### src/rtl/delimited_frame_receiver_defines.svh
// Assertion macros for the frame receiver.
`ifndef DELIMITED_FRAME_RECEIVER_DEFINES_SVH
`define DELIMITED_FRAME_RECEIVER_DEFINES_SVH

`ifndef SYNTHESIS

// Plain property checked on every rising clock edge outside reset.
`define DFR_ASSERT(lbl, clk, rstn, prop) \
  lbl: assert property (@(posedge clk) disable iff (!rstn) (prop)) \
    else $error("frame receiver check failed");

// Implication: the consequent must hold in the same cycle as the antecedent.
`define DFR_ASSERT_IMPL(lbl, clk, rstn, ante, cons) \
  lbl: assert property (@(posedge clk) disable iff (!rstn) (ante) |-> (cons)) \
    else $error("frame receiver check failed");

`else

`define DFR_ASSERT(lbl, clk, rstn, prop)
`define DFR_ASSERT_IMPL(lbl, clk, rstn, ante, cons)

`endif

`endif

### src/rtl/dfr_pkg.sv
package dfr_pkg;

  // Buffer geometry
  localparam int BufferDepth = 128;
  localparam int AddrW       = $clog2(BufferDepth);
  localparam int CntW        = $clog2(BufferDepth + 1);

  // Register reset values and idle tick limit
  localparam logic [7:0]  StartMarkerRst = 8'h68;
  localparam logic [7:0]  EndMarkerRst   = 8'h16;
  localparam logic [15:0] IdleTimeoutRst = 16'd50;
  localparam logic [15:0] IdleTicksMax   = 16'hFFFF;

  // Configuration register indexes
  localparam logic [1:0] RegStartMarker = 2'd0;
  localparam logic [1:0] RegEndMarker   = 2'd1;
  localparam logic [1:0] RegIdleTimeout = 2'd2;

  typedef enum logic [1:0] {
    OpByte    = 2'd0,
    OpTick    = 2'd1,
    OpRestart = 2'd2,
    OpRead    = 2'd3
  } op_e;

  typedef enum logic [1:0] {
    CauseNone    = 2'd0,
    CauseEnd     = 2'd1,
    CauseTimeout = 2'd2
  } cause_e;

  // Frame status after a transaction
  typedef struct packed {
    logic            ready;
    cause_e          cause;
    logic [CntW-1:0] length;
  } status_t;

  // Buffer write command
  typedef struct packed {
    logic             en;
    logic [AddrW-1:0] addr;
    logic [7:0]       data;
  } ram_wr_t;

endpackage

### src/rtl/dfr_ram.sv
// Generic single-write, single-read RAM with registered read data.
module dfr_ram #(
  parameter int Width = 8,
  parameter int Depth = 128
) (
  input  logic                     clk_i,
  input  logic                     we_i,
  input  logic [$clog2(Depth)-1:0] waddr_i,
  input  logic [Width-1:0]         wdata_i,
  input  logic                     re_i,
  input  logic [$clog2(Depth)-1:0] raddr_i,
  output logic [Width-1:0]         rdata_o
);

  logic [Width-1:0] mem_q [Depth];
  logic [Width-1:0] rdata_q;

  always_ff @(posedge clk_i) begin
    if (we_i) begin
      mem_q[waddr_i] <= wdata_i;
    end
    if (re_i) begin
      rdata_q <= mem_q[raddr_i];
    end
  end

  assign rdata_o = rdata_q;

endmodule

### src/rtl/dfr_ctrl.sv
// Frame state: byte count, ready flag, cause, idle ticks, markers, and a
// copy of the first three buffer bytes for the start marker and length check.
module dfr_ctrl (
  input  logic                         clk_i,
  input  logic                         rst_ni,
  input  logic                         cfg_we_i,
  input  logic [1:0]                   cfg_addr_i,
  input  logic [15:0]                  cfg_wdata_i,
  input  logic                         accept_i,
  input  dfr_pkg::op_e                 op_i,
  input  logic [7:0]                   rx_byte_i,
  output dfr_pkg::ram_wr_t             ram_wr_o,
  output dfr_pkg::status_t             status_o
);

  logic [7:0]                   start_marker_q;
  logic [7:0]                   end_marker_q;
  logic [15:0]                  idle_timeout_q;

  logic [dfr_pkg::CntW-1:0]     count_q, count_d;
  logic                         ready_q, ready_d;
  dfr_pkg::cause_e              cause_q, cause_d;
  logic [15:0]                  ticks_q, ticks_d;

  // Header bytes at positions 0..2, kept in flops beside the RAM
  logic [7:0]                   hdr0_q, hdr1_q, hdr2_q;
  logic [7:0]                   hdr0_d, hdr1_d, hdr2_d;

  logic [dfr_pkg::AddrW-1:0]    wpos;
  logic [dfr_pkg::CntW-1:0]     new_count;
  logic                         store;

  // Write position: wrap to zero when full
  assign wpos = (count_q >= dfr_pkg::CntW'(dfr_pkg::BufferDepth)) ?
                '0 : dfr_pkg::AddrW'(count_q);
  assign new_count = dfr_pkg::CntW'(wpos) + dfr_pkg::CntW'(1);
  assign store = accept_i && (op_i == dfr_pkg::OpByte) && !ready_q;

  always_comb begin
    count_d = count_q;
    ready_d = ready_q;
    cause_d = cause_q;
    ticks_d = ticks_q;
    hdr0_d  = hdr0_q;
    hdr1_d  = hdr1_q;
    hdr2_d  = hdr2_q;
    if (accept_i) begin
      case (op_i)
        dfr_pkg::OpByte: begin
          if (!ready_q) begin
            ticks_d = '0;
            count_d = new_count;
            if (wpos == dfr_pkg::AddrW'(0)) hdr0_d = rx_byte_i;
            if (wpos == dfr_pkg::AddrW'(1)) hdr1_d = rx_byte_i;
            if (wpos == dfr_pkg::AddrW'(2)) hdr2_d = rx_byte_i;
            // Completion on end marker with matching start marker and declared length
            if ((rx_byte_i == end_marker_q) && (hdr0_d == start_marker_q) &&
                ({hdr1_d, hdr2_d} == 16'(new_count))) begin
              ready_d = 1'b1;
              cause_d = dfr_pkg::CauseEnd;
            end
          end
        end
        dfr_pkg::OpTick: begin
          if (ticks_q != dfr_pkg::IdleTicksMax) ticks_d = ticks_q + 16'd1;
          if (!ready_q && (count_q != '0) && (ticks_d > idle_timeout_q)) begin
            ready_d = 1'b1;
            cause_d = dfr_pkg::CauseTimeout;
          end
        end
        dfr_pkg::OpRestart: begin
          count_d = '0;
          ready_d = 1'b0;
          cause_d = dfr_pkg::CauseNone;
        end
        default: ;
      endcase
    end
  end

  // Control state and configuration
  always_ff @(posedge clk_i or negedge rst_ni) begin
    if (!rst_ni) begin
      count_q        <= '0;
      ready_q        <= 1'b0;
      cause_q        <= dfr_pkg::CauseNone;
      ticks_q        <= '0;
      start_marker_q <= dfr_pkg::StartMarkerRst;
      end_marker_q   <= dfr_pkg::EndMarkerRst;
      idle_timeout_q <= dfr_pkg::IdleTimeoutRst;
    end else begin
      count_q <= count_d;
      ready_q <= ready_d;
      cause_q <= cause_d;
      ticks_q <= ticks_d;
      if (cfg_we_i) begin
        case (cfg_addr_i)
          dfr_pkg::RegStartMarker: start_marker_q <= cfg_wdata_i[7:0];
          dfr_pkg::RegEndMarker:   end_marker_q   <= cfg_wdata_i[7:0];
          dfr_pkg::RegIdleTimeout: idle_timeout_q <= cfg_wdata_i;
          default: ;
        endcase
      end
    end
  end

  // Header copy is payload only
  always_ff @(posedge clk_i) begin
    hdr0_q <= hdr0_d;
    hdr1_q <= hdr1_d;
    hdr2_q <= hdr2_d;
  end

  assign ram_wr_o.en   = store;
  assign ram_wr_o.addr = wpos;
  assign ram_wr_o.data = rx_byte_i;

  assign status_o.ready  = ready_d;
  assign status_o.cause  = cause_d;
  assign status_o.length = count_d;

endmodule

### src/rtl/delimited_frame_receiver.sv
// Pipeline: two register stages, stage 1 and the output register; a result is
// registered in stage 1 and then in the output register before it is presented.
// Throughput: one transaction per cycle unless the output stalls; the buffer RAM
// takes one write (received byte) or one read (buffer read) per cycle, read data
// registered. Reset clears count, ready flag, cause, idle ticks and the pipeline
// valids, and loads the marker and timeout registers with their defaults. Buffer
// contents are undefined until written; there is no clearing pass.
`include "delimited_frame_receiver_defines.svh"

module delimited_frame_receiver (
  input  logic        clk_i,
  input  logic        rst_ni,
  // Configuration write port
  input  logic        cfg_we_i,
  input  logic [1:0]  cfg_addr_i,
  input  logic [15:0] cfg_wdata_i,
  // Input stream
  input  logic        s_axis_tvalid,
  output logic        s_axis_tready,
  input  logic [15:0] s_axis_tdata,   // [7:0] rx_byte, [14:8] read_index, [15] zero
  input  logic [1:0]  s_axis_tuser,   // [1:0] operation
  // Result stream
  output logic        m_axis_tvalid,
  input  logic        m_axis_tready,
  output logic [23:0] m_axis_tdata    // [7:0] read_data, [8] frame_ready,
                                      // [10:9] ready_cause, [18:11] frame_length
);

  logic                       accept;
  logic                       out_free;
  logic                       advance;
  dfr_pkg::op_e               op;
  logic [7:0]                 rx_byte;
  logic [6:0]                 read_index;

  dfr_pkg::ram_wr_t           ram_wr;
  dfr_pkg::status_t           status;
  logic                       rd_en;
  logic                       rd_hit;
  logic [7:0]                 ram_rdata;

  // Stage 1: RAM read in flight
  logic                       s1_valid_q, s1_valid_d;
  logic                       s1_hit_q;
  dfr_pkg::status_t           s1_status_q;

  // Output register
  logic                       out_valid_q, out_valid_d;
  logic [7:0]                 out_data_q;
  dfr_pkg::status_t           out_status_q;

  assign op         = dfr_pkg::op_e'(s_axis_tuser);
  assign rx_byte    = s_axis_tdata[7:0];
  assign read_index = s_axis_tdata[14:8];

  // Handshake: stage 1 drains whenever the output register is free
  assign out_free      = !out_valid_q || m_axis_tready;
  assign advance       = s1_valid_q && out_free;
  assign s_axis_tready = !s1_valid_q || out_free;
  assign accept        = s_axis_tvalid && s_axis_tready;

  dfr_ctrl u_ctrl (
    .clk_i       (clk_i),
    .rst_ni      (rst_ni),
    .cfg_we_i    (cfg_we_i),
    .cfg_addr_i  (cfg_addr_i),
    .cfg_wdata_i (cfg_wdata_i),
    .accept_i    (accept),
    .op_i        (op),
    .rx_byte_i   (rx_byte),
    .ram_wr_o    (ram_wr),
    .status_o    (status)
  );

  // Reads beyond the stored length return zero
  assign rd_hit = (16'(read_index) < 16'(status.length));
  assign rd_en  = accept && (op == dfr_pkg::OpRead) && rd_hit;

  dfr_ram #(
    .Width (8),
    .Depth (dfr_pkg::BufferDepth)
  ) u_buf (
    .clk_i   (clk_i),
    .we_i    (ram_wr.en),
    .waddr_i (ram_wr.addr),
    .wdata_i (ram_wr.data),
    .re_i    (rd_en),
    .raddr_i (dfr_pkg::AddrW'(read_index)),
    .rdata_o (ram_rdata)
  );

  assign s1_valid_d  = accept || (s1_valid_q && !advance);
  assign out_valid_d = advance || (out_valid_q && !m_axis_tready);

  // Pipeline valids
  always_ff @(posedge clk_i or negedge rst_ni) begin
    if (!rst_ni) begin
      s1_valid_q  <= 1'b0;
      out_valid_q <= 1'b0;
    end else begin
      s1_valid_q  <= s1_valid_d;
      out_valid_q <= out_valid_d;
    end
  end

  // Pipeline payload
  always_ff @(posedge clk_i) begin
    if (accept) begin
      s1_hit_q    <= rd_en;
      s1_status_q <= status;
    end
    if (advance) begin
      out_data_q   <= s1_hit_q ? ram_rdata : 8'd0;
      out_status_q <= s1_status_q;
    end
  end

  assign m_axis_tvalid = out_valid_q;
  assign m_axis_tdata  = {5'd0, 8'(out_status_q.length), out_status_q.cause,
                          out_status_q.ready, out_data_q};

  // Checks
  `DFR_ASSERT_IMPL(a_cause_matches_ready, clk_i, rst_ni, m_axis_tvalid,
                   (m_axis_tdata[8] == (m_axis_tdata[10:9] != 2'd0)))
  `DFR_ASSERT_IMPL(a_length_in_range, clk_i, rst_ni, m_axis_tvalid,
                   (out_status_q.length <= dfr_pkg::CntW'(dfr_pkg::BufferDepth)))
  `DFR_ASSERT_IMPL(a_no_overrun, clk_i, rst_ni, (s1_valid_q && !out_free),
                   !s_axis_tready)
  `DFR_ASSERT(a_ram_one_port_op, clk_i, rst_ni, !(ram_wr.en && rd_en))

endmodule
### config.mk
export PLATFORM = sky130hd
export DESIGN_NAME = delimited_frame_receiver
export DESIGN_NICKNAME = d
export VERILOG_FILES = /design/src/rtl/dfr_pkg.sv /design/src/rtl/dfr_ram.sv /design/src/rtl/dfr_ctrl.sv /design/src/rtl/delimited_frame_receiver.sv
export VERILOG_INCLUDE_DIRS = /design/src /design/src/rtl
export SDC_FILE = /design/constraint.sdc
export NUM_CORES = 1
export LEC_CHECK = 0
export BUFFER_PORTS_ARGS = -buffer_cell sky130_fd_sc_hd__buf_2
export CORE_UTILIZATION = 54
export DETAILED_ROUTE_END_ITERATION = 7
export MAX_ROUTING_LAYER = met4
export PLACE_DENSITY_LB_ADDON = 0.12
export SYNTH_ARGS = -nofsm -noshare
export SYNTH_HDL_FRONTEND = slang
export SYNTH_SLANG_ARGS = --single-unit
### constraint.sdc
create_clock -name clk_i -period 10.1 [get_ports clk_i]
set_clock_uncertainty 0.15 [all_clocks]
set_input_delay 3.03 -clock clk_i [delete_from_list [all_inputs] [get_ports clk_i]]
set_output_delay 3.03 -clock clk_i [all_outputs]
set_load 0.1 [all_outputs]
Word level (Yosys, flattened, before mapping). Memories as Yosys holds them, arrays and structs flattened. A register that Yosys moved wholly into a read port is not among the register bits. Cells that the tools add are included.

Memories kept: 1. Bits in writable memories: 1024. Register bits: 116. Input bits: 41.

Memory list: u_buf.mem_q (words 128, bits a word 8, rd ports 1, clocked after memory_dff 1, wr ports 1, RTL line dfr_ram.sv:15) `logic [Width-1:0] mem_q [Depth];`.

Equal/unequal tests: 12. Reductions and logical operators: 31. Add/subtract/negate cells: 2. Multiplexer cells: 33. Bitwise gates (word level): 1. $lt $le $gt $ge: 3.

Operators by type and width (count): 8-bit two-way mux (14); 16-bit two-way mux (4); 16-bit case mux with 2 select lines (1); 16-bit by 1-bit adder with 16-bit output, second input constant (1); 16-bit by 8-bit equality test with 1-bit output (1); 8-bit equality test (2); 16-bit > comparator (1); 16-bit inequality test, second input constant (1); 8-bit case mux with 2 select lines (1); 1-bit logical AND (12); 7-bit by 1-bit adder with 8-bit output, second input constant (1); 8-bit >= comparator, second input constant (1); 7-bit by 8-bit < comparator with 1-bit output (1); 2-bit two-way mux (4); 8-bit nonzero test (1); 7-bit by 1-bit equality test with 1-bit output, second input constant (1); 7-bit by 2-bit equality test with 1-bit output, second input constant (1); 7-bit zero test (1); 7-bit two-way mux (1); 2-bit equality test, second input constant (3); 1-bit two-way mux (6); 2-bit case mux with 3 select lines (1); 2-bit AND reduction (3); 3-bit AND reduction (2); 8 further kinds (17).

Depth between registers and ports, before layout.
Depth after elaboration: 14. Gate-level depth with buffers: 15.

By module. Synthesis repeated with hierarchy kept, for this count alone.

Cell total of the unflattened synthesis: 2146. Area total of the unflattened synthesis: 45845.2 um2.

By module, submodules not included: dfr_ram (area an instance 39745.6 um2, cells an instance 1635, sequential area each 30989.7 um2, times used 1); dfr_ctrl (area an instance 4800.9 um2, cells an instance 435, sequential area each 2208.4 um2, times used 1); delimited_frame_receiver (area an instance 1298.7 um2, cells an instance 76, sequential area each 980.9 um2, times used 1).

Worst setup path before layout. No wires, ideal clock.

Path kind: input to register. From: in m_axis_tready. To: reg u_buf.rdata_q[0], in the netlist u_buf.rdata_o[0] (read register of u_buf.mem_q), enable pin. Cell stages on the path: 11. Library setup time: 386 ps. Arrival time: 6837 ps. Path slack: 2728 ps. Buffers on the path: 0. Path through: nand3b_1 > nand2_1 > nor2_1 > nand2_1 > inv_1 > a22oi_1 > ha_1 > a21o_1 > a211oi_1 > nand4_1 > o21ai_0.

Word-level cells in the longest chain between the ends: 6.

Ends and longest elaborated chain: from (decl) (RTL line delimited_frame_receiver.sv:24) `input logic m_axis_tready,`; 1-bit logical OR (*) (RTL line delimited_frame_receiver.sv:57) `assign out_free = !out_valid_q || m_axis_tready;`; 1-bit logical OR (*) (RTL line delimited_frame_receiver.sv:59) `assign s_axis_tready = !s1_valid_q || out_free;`; 1-bit logical AND (*) (RTL line delimited_frame_receiver.sv:60) `assign accept = s_axis_tvalid && s_axis_tready;`; 8-bit two-way mux (RTL line dfr_ctrl.sv:47) `if (accept_i) begin`; 7-bit by 8-bit < comparator with 1-bit output (RTL line delimited_frame_receiver.sv:76) `assign rd_hit = (16'(read_index) < 16'(status.length));`; 1-bit logical AND (*) (RTL line delimited_frame_receiver.sv:77) `assign rd_en = accept && (op == dfr_pkg::OpRead) && rd_hit;`; named net rd_en (RTL line delimited_frame_receiver.sv:38) `logic rd_en;`; to (decl) (RTL line dfr_ram.sv:16) `logic [Width-1:0] rdata_q;`.

Mark *: on every way through the listed nets, which the timed path passes. The rest lies on a longest branch. A chain may end at the register's enable or synchronous reset.

Worst setup path after layout.
From: in m_axis_tready. To: out s_axis_tready.

Word-level cells in the longest chain between the ends: 2.

Ends and longest elaborated chain: 1-bit logical OR (RTL line delimited_frame_receiver.sv:57); 1-bit logical OR (RTL line delimited_frame_receiver.sv:59); to (decl) (RTL line delimited_frame_receiver.sv:19) `output logic s_axis_tready,`.

No other way between the ends.

==> flow_metrics.py <==
metrics = {
    "setup_path": {
        "end_kind": "output pin",
        "crit_path_max_fanout": 5,
        "cp-start-kind": "input port",
        "reg2reg_slack_ps": 5280,
        "criticalPathCategory": "input port to output pin",
        "worst_r2r_startpoint": "m_axis_tvalid",
        "crit_arrival_ps": 3780,
        "r2r_end": "u_buf.rdata_o[2]",
        "crit_required_ps": 6920,
        "r2r_cells": 11,
    },
    "final_layout": {
        "nets": 2403,
        "design_area_sq_um": 51200,
        "diodes": 0,
        "drive_gt1_share_pct": 26.1,
        "area_delta_synth_final_pct": 10.9,
        "fillers": 5968,
        "final_util_pct": 60.9,
    },
    "timing": {
        "rsz0062_at_grt": "false",
        "min_period_over_period_pct": 68.9,
        "tns_ps": 0,
        "clock.fmax_mhz": 144,
        "fin_worst_hold_slack_ps": 269,
        "timing_hold_violations_final": 0,
        "relSlewSlack_pct": 14.3,
        "slew_viol_final": 0,
        "final-setup-viol-count": 0,
        "worst-slew-pin-transition_ps": 1280,
        "period_minus_slack_ps": 6960,
    },
    "detailed_routing": {
        "routed_wl_microns": 102000,
        "route.detailed.drc": 0,
        "wl_per_cell_microns": 28.6,
        "drtIter0Drc": 2329,
        "via_per_inst": 6.29,
        "vias": 22400,
        "drt_pre_antenna_iters": 6,
        "ant_nets": 0,
    },
    "place": {
        "portBuffers": 60,
        "gp_congestion": 0.887,
        "placed_cell_area_sq_um": 47700,
        "dp_hpwl_microns": 61400,
    },
    "power_and_ir_drop": {
        "intPower_mw": 7.72,
        "power.share.clock_pct": 39.6,
        "peakVddDrop_mv": 0.176,
        "p_comb_share_pct": 7.3,
        "p_leak_nw": 16.4,
        "switching_share_pct": 22.9,
        "switchingPower_mw": 2.29,
        "seqPwrFrac_pct": 53.1,
        "p_per_area_nw_per_um2": 196,
    },
    "clock_tree": {
        "cts_root_buffer": "clkbuf_16",
        "clk_pin_slew_ps": 60,
        "ctsLongestPathBuffers": 3,
        "cts_hold_buf": 0,
        "cts_tree": "built",
        "post_cts_buffers": 0,
        "cts_sinks": 1148,
        "cts_htree_levels": 3,
        "cts_buffers": 113,
        "clock_latency_ps": 690,
        "ctsResizeCount": 0,
    },
    "global_route": {
        "grt_use_total_pct": 24.9,
        "grt_pass1_wl_microns": 152000,
        "overflow": 0,
        "antenna_found_initial": 1,
        "grt_max_degree": 149,
        "grt_pass1_vias": 22800,
    },
    "yosys": {
        "syn_area_per_cell_sq_um": 20.5,
        "synth_top_area_share_pct": 70.7,
        "synth_edf_count": 1087,
        "synthesis.instances": 2252,
        "ys_ff_latch": 1148,
        "synth_flop_cell": "edfxtp_1",
        "synth_warnings": 0,
        "async_reset_ff_share_pct": 5.31,
        "ys_types": 62,
        "synth_area_sq_um": 46200,
        "yosys.area.top_type": "edfxtp_1",
        "synth_area_leaders": "edfxtp_1 (71%), mux4_2 (16%), dfrtp_1 (2.8%), nor2_1 (1.3%), mux2_2 (1.1%)",
        "yosysSeqAreaShare_pct": 74.0,
    },
    "floorplanning": {
        "dieArea_sq_um": 86700,
        "die_w_microns": 294,
        "core_sq_um": 84100,
        "start_util_pct": 54.9,
        "rows": 106,
        "pin_count": 67,
        "die_h_microns": 294,
    },
    "hold_path": {
        "hold_start": "s1_status_q[9]",
        "min_path_type": "flop to flop",
        "holdPathEnd": "m_axis_tdata[10]",
        "hold_path_depth": 0,
    },
    "status": {
        "status": "completed",
    },
    "run": {
        "maxCapViolCount": 0,
    },
}
==> critical path, cell delays in order <==
cell	delay [ps]
buf_2	80
nand3b_1	200
buf_2	470
==> power by group through the flow <==
stage | Clock (mW) | Sequential [mW] | Combinational (mW)
finish | 3.97 | 5.32 | 0.728
global placement | 0 | 5.42 | 0.717
CTS | 4.03 | 5.32 | 0.734
global route | 4.21 | 5.33 | 0.771
detailed placement | 0 | 5.42 | 0.732
floorplan | 0 | 5.44 | 0.417
==> worst max-delay path by stage <==
stage	startpoint	slack [ps]	end	depth (start not counted)
final	m_axis_tready	3140	s_axis_tready	3
after global routing	s_axis_tuser[0]	2910	u_buf.rdata_o[2]	12
after CTS	m_axis_tready	3150	s_axis_tready	3
after detailed placement	s_axis_tuser[0]	2640	u_buf.rdata_o[2]	12
after global placement	s_axis_tuser[0]	2740	u_buf.rdata_o[2]	12
after floorplan	m_axis_tready	2730	u_buf.rdata_o[0]	11
==> registers in the layout, summed over array words and instances (netlist names), 2 cells and up <==
signal and count:
m_axis_tdata 11, out_data_q 8, s1_status_q 11, u_buf.mem_q 1024
u_buf.rdata_o 8, u_ctrl.cause_q 2, u_ctrl.count_q 8, u_ctrl.end_marker_q 8
u_ctrl.hdr0_q 8, u_ctrl.hdr1_q 8, u_ctrl.hdr2_q 8, u_ctrl.idle_timeout_q 16
u_ctrl.start_marker_q 8, u_ctrl.ticks_q 16
==> area by class of cell <==
cell class	instances	area [sq um]	share of cell area (%)
Clock buffer	150	3040	5.93
Clock inverter	62	488	0.953
Inverter	33	124	0.242
Multi-Input combinational cell	949	11400	22.2
Sequential cell	1148	34200	66.7
Tap cell	1134	1420	2.77
Timing Repair Buffer	90	606	1.18
==> per-stage QoR <==
step           worst slack [ps]  instances  power [mW]
2_1_floorplan              2730       2256        5.86
5_1_grt                    2910       3566        10.3
6_report                   3140       3566        10.0
3_3_place_gp               2740       3354        6.13
4_1_cts                    3150       3566        10.1
3_5_place_dp               2640       3354        6.15
==> cells in the final DEF, fill, tap and decap left out, types with 9 or more instances in the layout <==
master	Yosys	layout
edfxtp_1	1087	1087
mux4_2	320	320
nor2_1	160	159
clkbuf_16	0	114
nand2_1	57	55
dfrtp_1	52	52
buf_2	27	49
mux2_2	46	46
mux2i_1	37	37
buf_4	6	36
inv_1	33	33
clkbuf_1	65	31
a21oi_1	28	28
ha_1	27	27
o21ai_0	27	26
clkinv_1	0	22
nand3_1	19	19
clkinv_2	0	19
o211ai_1	16	16
xor2_1	15	15
a22o_1	15	15
and2_1	14	14
and3_1	14	14
xnor2_1	14	14
nor4_1	12	12
nor3_1	9	9
dfstp_2	9	9
==> layer usage <==
layer | track usage, % | wire length, microns
met4 | 5.88 | 1770
met2 | 38.3 | 50100
met1 | 35.7 | 43000
met3 | 3.85 | 7120
met5 | - | 0
==> Yosys cell counts, types with 12 or more instances <==
cell type  number
edfxtp_1     1087
mux4_2        320
nor2_1        160
clkbuf_1       65
nand2_1        57
dfrtp_1        52
mux2_2         46
mux2i_1        37
inv_1          33
a21oi_1        28
buf_2          27
ha_1           27
o21ai_0        27
buf_1          25
nand3_1        19
o211ai_1       16
a22o_1         15
xor2_1         15
and2_1         14
and3_1         14
xnor2_1        14
nor4_1         12
==> kinds of logic after synthesis <==
group	share of synthesized area (%)
simple gates	3.50
fa+ha+maj	0.732
mux	17.5
buf+inv	1.45
compound gates	2.22
other cells	0.00812
flops	74.0
xor+xnor	0.550
Power figures use the tool's default switching activity.
